### config.mk
export PLATFORM = sky130hd
export DESIGN_NAME = nearest_point_session_histogram_unit_flat
export DESIGN_NICKNAME = d
export VERILOG_FILES = /design/src/hw/rtl/npsh_pkg.sv /design/src/hw/rtl/npsh_if.sv /design/src/hw/rtl/npsh_ctrl.sv /design/src/hw/rtl/npsh_dp.sv /design/src/hw/rtl/nearest_point_session_histogram_unit.sv /design/src/flat_wrapper.sv
export SDC_FILE = /design/constraint.sdc
export NUM_CORES = 2
export LEC_CHECK = 0
export BUFFER_PORTS_ARGS = -buffer_cell sky130_fd_sc_hd__buf_2
export CAP_MARGIN = 20
export CORE_MARGIN = 1
export CORE_UTILIZATION = 35
export DETAILED_ROUTE_END_ITERATION = 12
export GPL_ROUTABILITY_DRIVEN = 0
export SLEW_MARGIN = 10
export SYNTH_ARGS = -nofsm -noshare
export SYNTH_HDL_FRONTEND = slang
export SYNTH_SLANG_ARGS = --single-unit
### constraint.sdc
create_clock -name clk_i -period 14.6 [get_ports clk_i]
set_input_delay 0.73 -clock clk_i [delete_from_list [all_inputs] [get_ports clk_i]]
set_output_delay 0.73 -clock clk_i [all_outputs]
set_load 0.02 [all_outputs]
### src/hw/rtl/npsh_pkg.sv
// Shared types, constants and a helper function of the nearest point session histogram.
package npsh_pkg;

  localparam int CountWidthDef = 16;
  localparam int FracBitsDef   = 8;
  localparam int NUM_REFS      = 8;
  localparam int RefIdxW       = $clog2(NUM_REFS);
  localparam int RefCntW       = RefIdxW + 1;
  localparam int CoordW        = 16;
  localparam int BinW          = 4;
  localparam int OutCountW     = 16;
  localparam int DiffW         = CoordW + 1;
  localparam int SqW           = 2 * DiffW;
  localparam int DistW         = SqW + 1;

  // Reference points in tenths of a metre, index 0 to 7 for bins 1 to 8.
  localparam int RefTenthsX [NUM_REFS] = '{30, 50, 64, 70, 70, 64, 50, 30};
  localparam int RefTenthsY [NUM_REFS] = '{64, 50, 30, 10, -10, -30, -50, -64};

  typedef enum logic [1:0] {
    KIND_POS  = 2'd0,
    KIND_TICK = 2'd1,
    KIND_JOY  = 2'd2
  } npsh_kind_e;

  typedef enum logic [1:0] {
    ST_IDLE,
    ST_SEARCH,
    ST_UPDATE,
    ST_REPORT
  } npsh_state_e;

  typedef struct packed {
    logic load_pos;
    logic set_buttons;
    logic srch_start;
    logic srch_step;
    logic update;
    logic rep_emit;
  } npsh_cmd_t;

  typedef struct packed {
    logic recording;
    logic total_nz;
    logic srch_done;
    logic rep_last;
    logic out_free;
  } npsh_status_t;

  // Converts tenths of a metre to fixed point, rounding halves away from zero.
  function automatic int tenths_to_fixed(input int tenths, input int frac);
    int mag;
    mag = (tenths < 0) ? -tenths : tenths;
    mag = (mag * (1 << frac) + 5) / 10;
    return (tenths < 0) ? -mag : mag;
  endfunction

endpackage

### src/hw/rtl/npsh_if.sv
// Valid/ready channel interfaces for input items and result items.
interface npsh_in_if;
  logic        valid;
  logic        ready;
  logic [1:0]  kind;
  logic signed [15:0] pos_x;
  logic signed [15:0] pos_y;
  logic        start_button;
  logic        stop_button;

  modport source (output valid, kind, pos_x, pos_y, start_button, stop_button, input ready);
  modport sink (input valid, kind, pos_x, pos_y, start_button, stop_button, output ready);
endinterface

interface npsh_out_if;
  logic        valid;
  logic        ready;
  logic [3:0]  bin_number;
  logic [15:0] bin_count;
  logic [15:0] sample_total;
  logic [3:0]  final_bin;
  logic        last_of_run;

  modport source (output valid, bin_number, bin_count, sample_total, final_bin, last_of_run,
                  input ready);
  modport sink (input valid, bin_number, bin_count, sample_total, final_bin, last_of_run,
                output ready);
endinterface

### src/hw/rtl/npsh_ctrl.sv
// Controller state machine that sequences position, button, search and report transactions.
module npsh_ctrl (
  input  logic                  clk_i,
  input  logic                  rst_ni,
  input  logic                  in_valid_i,
  input  logic [1:0]            in_kind_i,
  input  npsh_pkg::npsh_status_t status_i,
  output logic                  in_ready_o,
  output npsh_pkg::npsh_cmd_t   cmd_o
);
  import npsh_pkg::*;

  npsh_state_e state_q, state_d;

  always_ff @(posedge clk_i or negedge rst_ni) begin
    if (!rst_ni) begin
      state_q <= ST_IDLE;
    end else begin
      state_q <= state_d;
    end
  end

  always_comb begin
    state_d    = state_q;
    in_ready_o = 1'b0;
    cmd_o      = '0;
    case (state_q)
      ST_IDLE: begin
        in_ready_o = 1'b1;
        if (in_valid_i) begin
          case (npsh_kind_e'(in_kind_i))
            KIND_POS: cmd_o.load_pos = 1'b1;
            KIND_JOY: cmd_o.set_buttons = 1'b1;
            KIND_TICK: begin
              if (status_i.recording) begin
                cmd_o.srch_start = 1'b1;
                state_d          = ST_SEARCH;
              end else if (status_i.total_nz) begin
                state_d = ST_REPORT;
              end
            end
            default: ;
          endcase
        end
      end
      ST_SEARCH: begin
        cmd_o.srch_step = 1'b1;
        if (status_i.srch_done) begin
          state_d = ST_UPDATE;
        end
      end
      ST_UPDATE: begin
        cmd_o.update = 1'b1;
        state_d      = ST_IDLE;
      end
      ST_REPORT: begin
        if (status_i.out_free) begin
          cmd_o.rep_emit = 1'b1;
          if (status_i.rep_last) begin
            state_d = ST_IDLE;
          end
        end
      end
      default: state_d = ST_IDLE;
    endcase
  end

`ifndef SYNTHESIS
  a_search_to_update: assert property (@(posedge clk_i) disable iff (!rst_ni)
    (state_q == ST_SEARCH && status_i.srch_done) |=> state_q == ST_UPDATE)
    else $error("Search did not end in a counter update.");

  a_update_one_cycle: assert property (@(posedge clk_i) disable iff (!rst_ni)
    state_q == ST_UPDATE |=> state_q == ST_IDLE)
    else $error("Counter update lasted more than one cycle.");

  a_report_ends: assert property (@(posedge clk_i) disable iff (!rst_ni)
    (cmd_o.rep_emit && status_i.rep_last) |=> state_q == ST_IDLE)
    else $error("Report did not end after its eighth result.");

  a_report_no_input: assert property (@(posedge clk_i) disable iff (!rst_ni)
    (state_q == ST_REPORT || state_q == ST_SEARCH) |-> !in_ready_o)
    else $error("Input accepted while a search or report is in progress.");
`endif

endmodule

### src/hw/rtl/npsh_dp.sv
// Datapath with held position, distance unit, saturating counters and result register.
module npsh_dp #(
  parameter int COUNT_WIDTH = npsh_pkg::CountWidthDef,
  parameter int FRAC_BITS   = npsh_pkg::FracBitsDef
) (
  input  logic                   clk_i,
  input  logic                   rst_ni,
  input  npsh_pkg::npsh_cmd_t    cmd_i,
  output npsh_pkg::npsh_status_t status_o,
  npsh_in_if.sink                in_i,
  npsh_out_if.source             out_o
);
  import npsh_pkg::*;

  logic signed [CoordW-1:0] ref_x [NUM_REFS];
  logic signed [CoordW-1:0] ref_y [NUM_REFS];

  for (genvar g = 0; g < NUM_REFS; g++) begin : g_refs
    assign ref_x[g] = CoordW'(tenths_to_fixed(RefTenthsX[g], FRAC_BITS));
    assign ref_y[g] = CoordW'(tenths_to_fixed(RefTenthsY[g], FRAC_BITS));
  end

  logic signed [CoordW-1:0] held_x_q, held_y_q;
  logic                     recording_q;
  logic [COUNT_WIDTH-1:0]   counts_q [NUM_REFS];
  logic [COUNT_WIDTH-1:0]   total_q;
  logic [BinW-1:0]          latest_q;
  logic [RefCntW-1:0]       srch_cnt_q;
  logic [DistW-1:0]         dist_q, best_dist_q;
  logic [RefIdxW-1:0]       dist_idx_q, best_q;
  logic                     dist_vld_q;
  logic [RefIdxW-1:0]       rep_q;

  logic [COUNT_WIDTH-1:0]   cnt_max;
  logic [RefIdxW-1:0]       srch_idx;
  logic signed [DiffW-1:0]  dx, dy;
  logic signed [SqW-1:0]    sqx, sqy;
  logic [DistW-1:0]         dist_d;
  logic [RefIdxW-1:0]       cnt_addr;
  logic [COUNT_WIDTH-1:0]   cnt_rd;
  logic [COUNT_WIDTH+OutCountW-1:0] cnt_ext, total_ext;

  logic                     out_valid_q;
  logic [BinW-1:0]          out_bin_q, out_final_q;
  logic [OutCountW-1:0]     out_count_q, out_total_q;
  logic                     out_last_q;

  assign cnt_max  = '1;
  assign srch_idx = srch_cnt_q[RefIdxW-1:0];

  // Squared distance from the held position to the reference point under search.
  always_comb begin
    dx     = DiffW'(held_x_q) - DiffW'(ref_x[srch_idx]);
    dy     = DiffW'(held_y_q) - DiffW'(ref_y[srch_idx]);
    sqx    = dx * dx;
    sqy    = dy * dy;
    dist_d = DistW'(unsigned'(sqx)) + DistW'(unsigned'(sqy));
  end

  assign cnt_addr  = cmd_i.update ? best_q : rep_q;
  assign cnt_rd    = counts_q[cnt_addr];
  assign cnt_ext   = {{OutCountW{1'b0}}, cnt_rd};
  assign total_ext = {{OutCountW{1'b0}}, total_q};

  always_ff @(posedge clk_i or negedge rst_ni) begin
    if (!rst_ni) begin
      held_x_q    <= '0;
      held_y_q    <= '0;
      recording_q <= 1'b0;
      total_q     <= '0;
      latest_q    <= BinW'(1);
      srch_cnt_q  <= '0;
      dist_vld_q  <= 1'b0;
      rep_q       <= '0;
      for (int i = 0; i < NUM_REFS; i++) begin
        counts_q[i] <= '0;
      end
    end else begin
      if (cmd_i.load_pos) begin
        held_x_q <= in_i.pos_x;
        held_y_q <= in_i.pos_y;
      end
      if (cmd_i.set_buttons) begin
        if (in_i.stop_button) begin
          recording_q <= 1'b0;
        end else if (in_i.start_button) begin
          recording_q <= 1'b1;
        end
      end
      if (cmd_i.srch_start) begin
        srch_cnt_q <= '0;
        dist_vld_q <= 1'b0;
      end else if (cmd_i.srch_step) begin
        if (status_o.srch_done) begin
          dist_vld_q <= 1'b0;
        end else begin
          srch_cnt_q <= srch_cnt_q + RefCntW'(1);
          dist_vld_q <= 1'b1;
        end
      end
      if (cmd_i.update) begin
        counts_q[cnt_addr] <= (cnt_rd == cnt_max) ? cnt_rd : cnt_rd + COUNT_WIDTH'(1);
        total_q            <= (total_q == cnt_max) ? total_q : total_q + COUNT_WIDTH'(1);
        latest_q           <= BinW'(best_q) + BinW'(1);
      end
      if (cmd_i.rep_emit) begin
        counts_q[cnt_addr] <= '0;
        rep_q              <= rep_q + RefIdxW'(1);
        if (status_o.rep_last) begin
          total_q <= '0;
        end
      end
    end
  end

  // Distance register and running minimum; the earlier index keeps a tie.
  always_ff @(posedge clk_i) begin
    if (cmd_i.srch_step && !status_o.srch_done) begin
      dist_q     <= dist_d;
      dist_idx_q <= srch_idx;
    end
    if (cmd_i.srch_step && dist_vld_q) begin
      if (dist_idx_q == '0 || dist_q < best_dist_q) begin
        best_dist_q <= dist_q;
        best_q      <= dist_idx_q;
      end
    end
  end

  always_ff @(posedge clk_i or negedge rst_ni) begin
    if (!rst_ni) begin
      out_valid_q <= 1'b0;
    end else if (cmd_i.rep_emit) begin
      out_valid_q <= 1'b1;
    end else if (out_o.ready) begin
      out_valid_q <= 1'b0;
    end
  end

  always_ff @(posedge clk_i) begin
    if (cmd_i.rep_emit) begin
      out_bin_q   <= BinW'(rep_q) + BinW'(1);
      out_count_q <= cnt_ext[OutCountW-1:0];
      out_total_q <= total_ext[OutCountW-1:0];
      out_final_q <= latest_q;
      out_last_q  <= status_o.rep_last;
    end
  end

  assign out_o.valid        = out_valid_q;
  assign out_o.bin_number   = out_bin_q;
  assign out_o.bin_count    = out_count_q;
  assign out_o.sample_total = out_total_q;
  assign out_o.final_bin    = out_final_q;
  assign out_o.last_of_run  = out_last_q;

  assign status_o.recording = recording_q;
  assign status_o.total_nz  = (total_q != '0);
  assign status_o.srch_done = (srch_cnt_q == RefCntW'(NUM_REFS));
  assign status_o.rep_last  = (rep_q == RefIdxW'(NUM_REFS - 1));
  assign status_o.out_free  = !out_valid_q || out_o.ready;

`ifndef SYNTHESIS
  a_total_cleared: assert property (@(posedge clk_i) disable iff (!rst_ni)
    (cmd_i.rep_emit && status_o.rep_last) |=> (total_q == '0 && rep_q == '0))
    else $error("Session total or report index not cleared after a report.");

  a_no_overwrite: assert property (@(posedge clk_i) disable iff (!rst_ni)
    cmd_i.rep_emit |-> (!out_valid_q || out_o.ready))
    else $error("Result register overwritten before its transaction completed.");

  a_latest_range: assert property (@(posedge clk_i) disable iff (!rst_ni)
    cmd_i.update |=> (latest_q != '0 && latest_q <= BinW'(NUM_REFS)))
    else $error("Latest bin outside the reference range.");
`endif

endmodule

### src/hw/rtl/nearest_point_session_histogram_unit.sv
// Top level of the nearest point session histogram: controller plus datapath.
// Position, button and idle tick transactions end in the idle state; a recorded tick runs
// the squared-distance search over the eight points and then the counter update.
// A report tick blocks input until its eighth result; the results follow one per cycle
// while the sink is ready, the first valid after the report state loads the result register.
// Asynchronous active-low reset clears counters and position, stops recording, final bin one.
module nearest_point_session_histogram_unit #(
  parameter int COUNT_WIDTH = npsh_pkg::CountWidthDef,
  parameter int FRAC_BITS   = npsh_pkg::FracBitsDef
) (
  input  logic       clk_i,
  input  logic       rst_ni,
  npsh_in_if.sink    in_i,
  npsh_out_if.source out_o
);
  import npsh_pkg::*;

  npsh_cmd_t    cmd;
  npsh_status_t status;

  npsh_ctrl u_ctrl (
    .clk_i      (clk_i),
    .rst_ni     (rst_ni),
    .in_valid_i (in_i.valid),
    .in_kind_i  (in_i.kind),
    .status_i   (status),
    .in_ready_o (in_i.ready),
    .cmd_o      (cmd)
  );

  npsh_dp #(
    .COUNT_WIDTH (COUNT_WIDTH),
    .FRAC_BITS   (FRAC_BITS)
  ) u_dp (
    .clk_i    (clk_i),
    .rst_ni   (rst_ni),
    .cmd_i    (cmd),
    .status_o (status),
    .in_i     (in_i),
    .out_o    (out_o)
  );

endmodule
### src/flat_wrapper.sv
// flat-port wrapper written by rule: the top's interface ports become plain ports
module nearest_point_session_histogram_unit_flat import npsh_pkg::*;
#(
  parameter int COUNT_WIDTH = npsh_pkg::CountWidthDef,
  parameter int FRAC_BITS   = npsh_pkg::FracBitsDef
)
  (clk_i, rst_ni, in_i_valid, in_i_kind, in_i_pos_x, in_i_pos_y, in_i_start_button, in_i_stop_button, in_i_ready, out_o_valid, out_o_bin_number, out_o_bin_count, out_o_sample_total, out_o_final_bin, out_o_last_of_run, out_o_ready);
  npsh_in_if in_i_i ();
  npsh_out_if out_o_i ();
  input  logic clk_i;
  input  logic rst_ni;
  input wire logic [$bits(in_i_i.valid)-1:0] in_i_valid;
  input wire logic [$bits(in_i_i.kind)-1:0] in_i_kind;
  input wire logic [$bits(in_i_i.pos_x)-1:0] in_i_pos_x;
  input wire logic [$bits(in_i_i.pos_y)-1:0] in_i_pos_y;
  input wire logic [$bits(in_i_i.start_button)-1:0] in_i_start_button;
  input wire logic [$bits(in_i_i.stop_button)-1:0] in_i_stop_button;
  output wire logic [$bits(in_i_i.ready)-1:0] in_i_ready;
  output wire logic [$bits(out_o_i.valid)-1:0] out_o_valid;
  output wire logic [$bits(out_o_i.bin_number)-1:0] out_o_bin_number;
  output wire logic [$bits(out_o_i.bin_count)-1:0] out_o_bin_count;
  output wire logic [$bits(out_o_i.sample_total)-1:0] out_o_sample_total;
  output wire logic [$bits(out_o_i.final_bin)-1:0] out_o_final_bin;
  output wire logic [$bits(out_o_i.last_of_run)-1:0] out_o_last_of_run;
  input wire logic [$bits(out_o_i.ready)-1:0] out_o_ready;
  assign in_i_i.valid = in_i_valid;
  assign in_i_i.kind = in_i_kind;
  assign in_i_i.pos_x = in_i_pos_x;
  assign in_i_i.pos_y = in_i_pos_y;
  assign in_i_i.start_button = in_i_start_button;
  assign in_i_i.stop_button = in_i_stop_button;
  assign in_i_ready = in_i_i.ready;
  assign out_o_valid = out_o_i.valid;
  assign out_o_bin_number = out_o_i.bin_number;
  assign out_o_bin_count = out_o_i.bin_count;
  assign out_o_sample_total = out_o_i.sample_total;
  assign out_o_final_bin = out_o_i.final_bin;
  assign out_o_last_of_run = out_o_i.last_of_run;
  assign out_o_i.ready = out_o_ready;
  nearest_point_session_histogram_unit #(.COUNT_WIDTH(COUNT_WIDTH), .FRAC_BITS(FRAC_BITS)) u_core (.clk_i(clk_i), .rst_ni(rst_ni), .in_i(in_i_i), .out_o(out_o_i));
endmodule
==> flow_summary_export.csv <==
group,metric,value,unit
global_route,grt_pass1_vias,26700,
floorplan,start_util,0.355,
cells_and_area,drive_gt1_frac,0.0736,
placed_design,pre_cts_slack,1.81,ns
sta,post-route-min-period,12.95,ns
global_route,grt_pass1_wl,148000,um
clock_tree,clk-insertion-delay-late,0.59,ns
global_route,use_met1,0.243,
sta,fin_crit_sh,0.887,
sta,finalClockSkew,0.0335,ns
cells_and_area,fill_cells,9936,
logic_synthesis,synth_edf_count,117,
job,drv_cap,0,
floorplan,die_h,322,um
setup_path,cp_common_cell,"inv_1",
setup_path,reg2reg_from,"u_core.u_dp.srch_cnt_q[1]$_DFFE_PN0P_",
global_route,gr-max-usage-layer,"met2",
detailed_routing,via_count,25400,
clock_tree,cts.repair.resized,0,
detailed_routing,avgViaCountPerCell,4.96,
global_route,grt_max_degree,76,
clock_tree,cts-root-buf,"clkbuf_16",
clock_tree,cts_tree,"yes",
clock_tree,clk_path_buf_depth,3,
placed_design,io_buffers,82,
outcome,outcome,"complete, no violations",
logic_synthesis,synth_ff_type,"dfrtp_1",
global_route,grtUsageMet2,0.311,
sta,setup_viol,0,
sta,hold_viol_final,0,
logic_synthesis,synth_area,35700,um^2
global_route,grt.met3_usage,0.0223,
floorplan,coreArea,101000,um^2
cells_and_area,nNetsFinal,4589,
setup_path,endpoint_kind,"flop",
sta,rsz0062_at_grt,"no",
sta,slew_violations,0,
hold_path,hp-class,"in -> async",
logic_synthesis,synth_cell_types,96,
clock_tree,cts_made_buffers,37,
setup_path,crit_fanout,13,
sta,fin_setup_tns,0,ns
detailed_routing,drt_iter0_drc,1557,
setup_path,crit_type,"reg -> reg",
clock_tree,post_cts_buffers,0,
setup_path,required,14.96,ns
setup_path,cp-start-kind,"flop",
detailed_routing,ant_nets,0,
detailed_routing,totalWireLength,89900,um
detailed_routing,dr.pass1.iters,7,
cells_and_area,postLayoutCellArea,39200,um^2
logic_synthesis,ys_warn_count,0,
detailed_routing,wl_per_cell,17.5,um
global_route,globalRouteOverflowTotal,0,
setup_path,crit_start,"u_core.u_dp.srch_cnt_q[1]$_DFFE_PN0P_",
clock_tree,h-tree-depth,2,
placed_design,place_hpwl,69500,um
sta,worst_slew_pin_slew,1.14,ns
logic_synthesis,synth_seq_cells,309,
clock_tree,cts.sinks,309,
sta,worst_slack,1.65,ns
cells_and_area,area_delta_synth_final,9.54,%
logic_synthesis,synth_nets,4530,
floorplan,die-area,103000,um^2
floorplan,rows,116,
detailed_routing,drc_errors,0,
setup_path,slowest_delay,0.67,ns
setup_path,cpMaxStageDelayCell,"xor2_1",
logic_synthesis,syn_inst,3679,
global_route,grtUsageTotal,0.181,
logic_synthesis,avgSynthCellArea,9.72,um^2
sta,slew_headroom,0.235,
floorplan,pin_count,83,
global_route,antenna_found_initial,2,
placed_design,place_area,37800,um^2
clock_tree,cts_hold_buf,0,
setup_path,crit_arrival,13.31,ns
logic_synthesis,synthArstFlopShare,0.621,
sta,max_freq,77.2,MHz
clock_tree,clkTransAtPathRegs,0.07,ns
floorplan,die_w,322,um
cells_and_area,antennaDiodeCount,0,
logic_synthesis,seq_area_frac_synth,0.233,
cells_and_area,postLayoutCoreUtil,0.389,
logic make-up (layout without fill, tap and decap cells):
| logic type | count (synthesis) | count (layout) | synth area share |
|---|---|---|---|
| flip-flops | 309 | 309 | 0.233 |
| multiplexers | 48 | 48 | 0.0154 |
| buffers and inverters | 894 | 981 | 0.0956 |
| AO/OA/AOI/OAI | 527 | 527 | 0.101 |
| adder cells (fa/ha/maj) | 811 | 811 | 0.398 |
| AND/OR/NAND/NOR | 939 | 939 | 0.119 |
| XOR/XNOR | 151 | 151 | 0.0384 |
layout by cell type, fill, tap and decap left out, types with 42 or more instances in the layout:
cell type  netlist  routed
o21ai_0         74      73
nor3_1          47      42
xnor2_1         98      98
ha_1           268     268
inv_1          782     782
a21o_1          67      67
nor2_1         335     329
buf_4            1      44
nand2_1        330     330
nand3_1         45      45
and2_1          46      46
fa_1           543     543
xor2_1          48      47
a21oi_1        105     104
edfxtp_1       117     117
dfrtp_1        191     191
buf_2           15      81
a211oi_1        89      89
area by class of cell:
class | instances | area, um^2 | area share
well taps | 1357 | 1700 | 0.0434
clock buffers | 53 | 1080 | 0.0276
multi-input cells | 2476 | 24100 | 0.616
repair buffers | 128 | 805 | 0.0205
inverters | 786 | 2950 | 0.0754
flip-flops and latches | 309 | 8320 | 0.212
clock inverters | 14 | 185 | 0.00473
sequential cells by signal, indices dropped and copies added, names as in the netlist, 2 cells and up:
register	count
u_core.u_dp.counts_q	128
u_core.u_dp.best_dist_q	35
u_core.u_dp.dist_q	35
u_core.u_dp.held_x_q	16
u_core.u_dp.held_y_q	16
u_core.u_dp.out_o.bin_count	16
u_core.u_dp.out_o.sample_total	16
u_core.u_dp.total_q	16
u_core.u_dp.latest_q	4
u_core.u_dp.out_o.bin_number	4
u_core.u_dp.out_o.final_bin	4
u_core.u_dp.srch_cnt_q	4
u_core.u_dp.best_q	3
u_core.u_dp.dist_idx_q	3
u_core.u_dp.rep_q	3
u_core.u_ctrl.state_q	2
Yosys cell counts, drive strengths merged, types with 9 or more instances:
cell	number	share of area
nor3	49	0.0071
nand2b	28	0.0049
ha	268	0.094
dfrtp	191	0.13
fa	543	0.30
a21oi	106	0.015
a21o	68	0.014
nand3	45	0.0063
xor2	48	0.012
o21a	19	0.0040
nor2	335	0.035
and2	47	0.0083
mux2i	13	0.0042
nand4	27	0.0053
a211oi	89	0.019
buf	23	0.0041
a31oi	22	0.0050
xnor2	103	0.027
or3	9	0.0016
o2bb2ai	9	0.0022
nand2	331	0.035
inv	784	0.082
mux2	35	0.011
nor4	9	0.0028
edfxtp	117	0.098
o21ai	75	0.011
o31ai	10	0.0021
nor2b	20	0.0035
o22ai	39	0.0068
clkbuf	85	0.0089
o21bai	10	0.0021
and3	13	0.0023
per-stage QoR:
step                instances  hold WS (ns)
floorplan                3679         0.417
global placement         5052         0.428
detailed placement       5053         0.434
CTS                      5120         0.172
global route             5123         0.203
finish                   5123         0.185
path summary, 6_finish.rpt:
path / to / slack [ns] / depth (start not counted)
max in group asynchronous: u_core.u_dp.held_x_q[5]$_DFFE_PN0P_ / 12.26 / 3
max: u_core.u_dp.dist_q[34]$_DFFE_PP_ / 1.65 / 43
min in group clk_i: u_core.u_dp.held_y_q[1]$_DFFE_PN0P_ / 0.35 / 3
min: u_core.u_dp.held_y_q[14]$_DFFE_PN0P_ / 0.18 / 1
max reg2reg: u_core.u_dp.dist_q[34]$_DFFE_PP_ / 1.65 / 43
min reg2reg: u_core.u_dp.best_dist_q[11]$_DFFE_PP_ / 0.45 / 0
layer usage:
layer	routed length, um	share of wire	up-vias
li1	-	-	11900
met1	39200	0.44	12800
met2	44300	0.49	595
met3	4230	0.047	142
met4	2190	0.024	0
met5	0	0	-
critical path: cells and delay by family (launching register included):
kind,cells,cell delay (ns)
buffers and inverters,9,1.18
AO/OA/AOI/OAI,14,3.82
XOR/XNOR,2,0.85
adder cells (fa/ha/maj),11,4.54
flip-flops,1,0.44
AND/OR/NAND/NOR,7,1.88
Power is not shown: default switching activity piles up to over one toggle a cycle in this logic, so the estimate is an artifact.
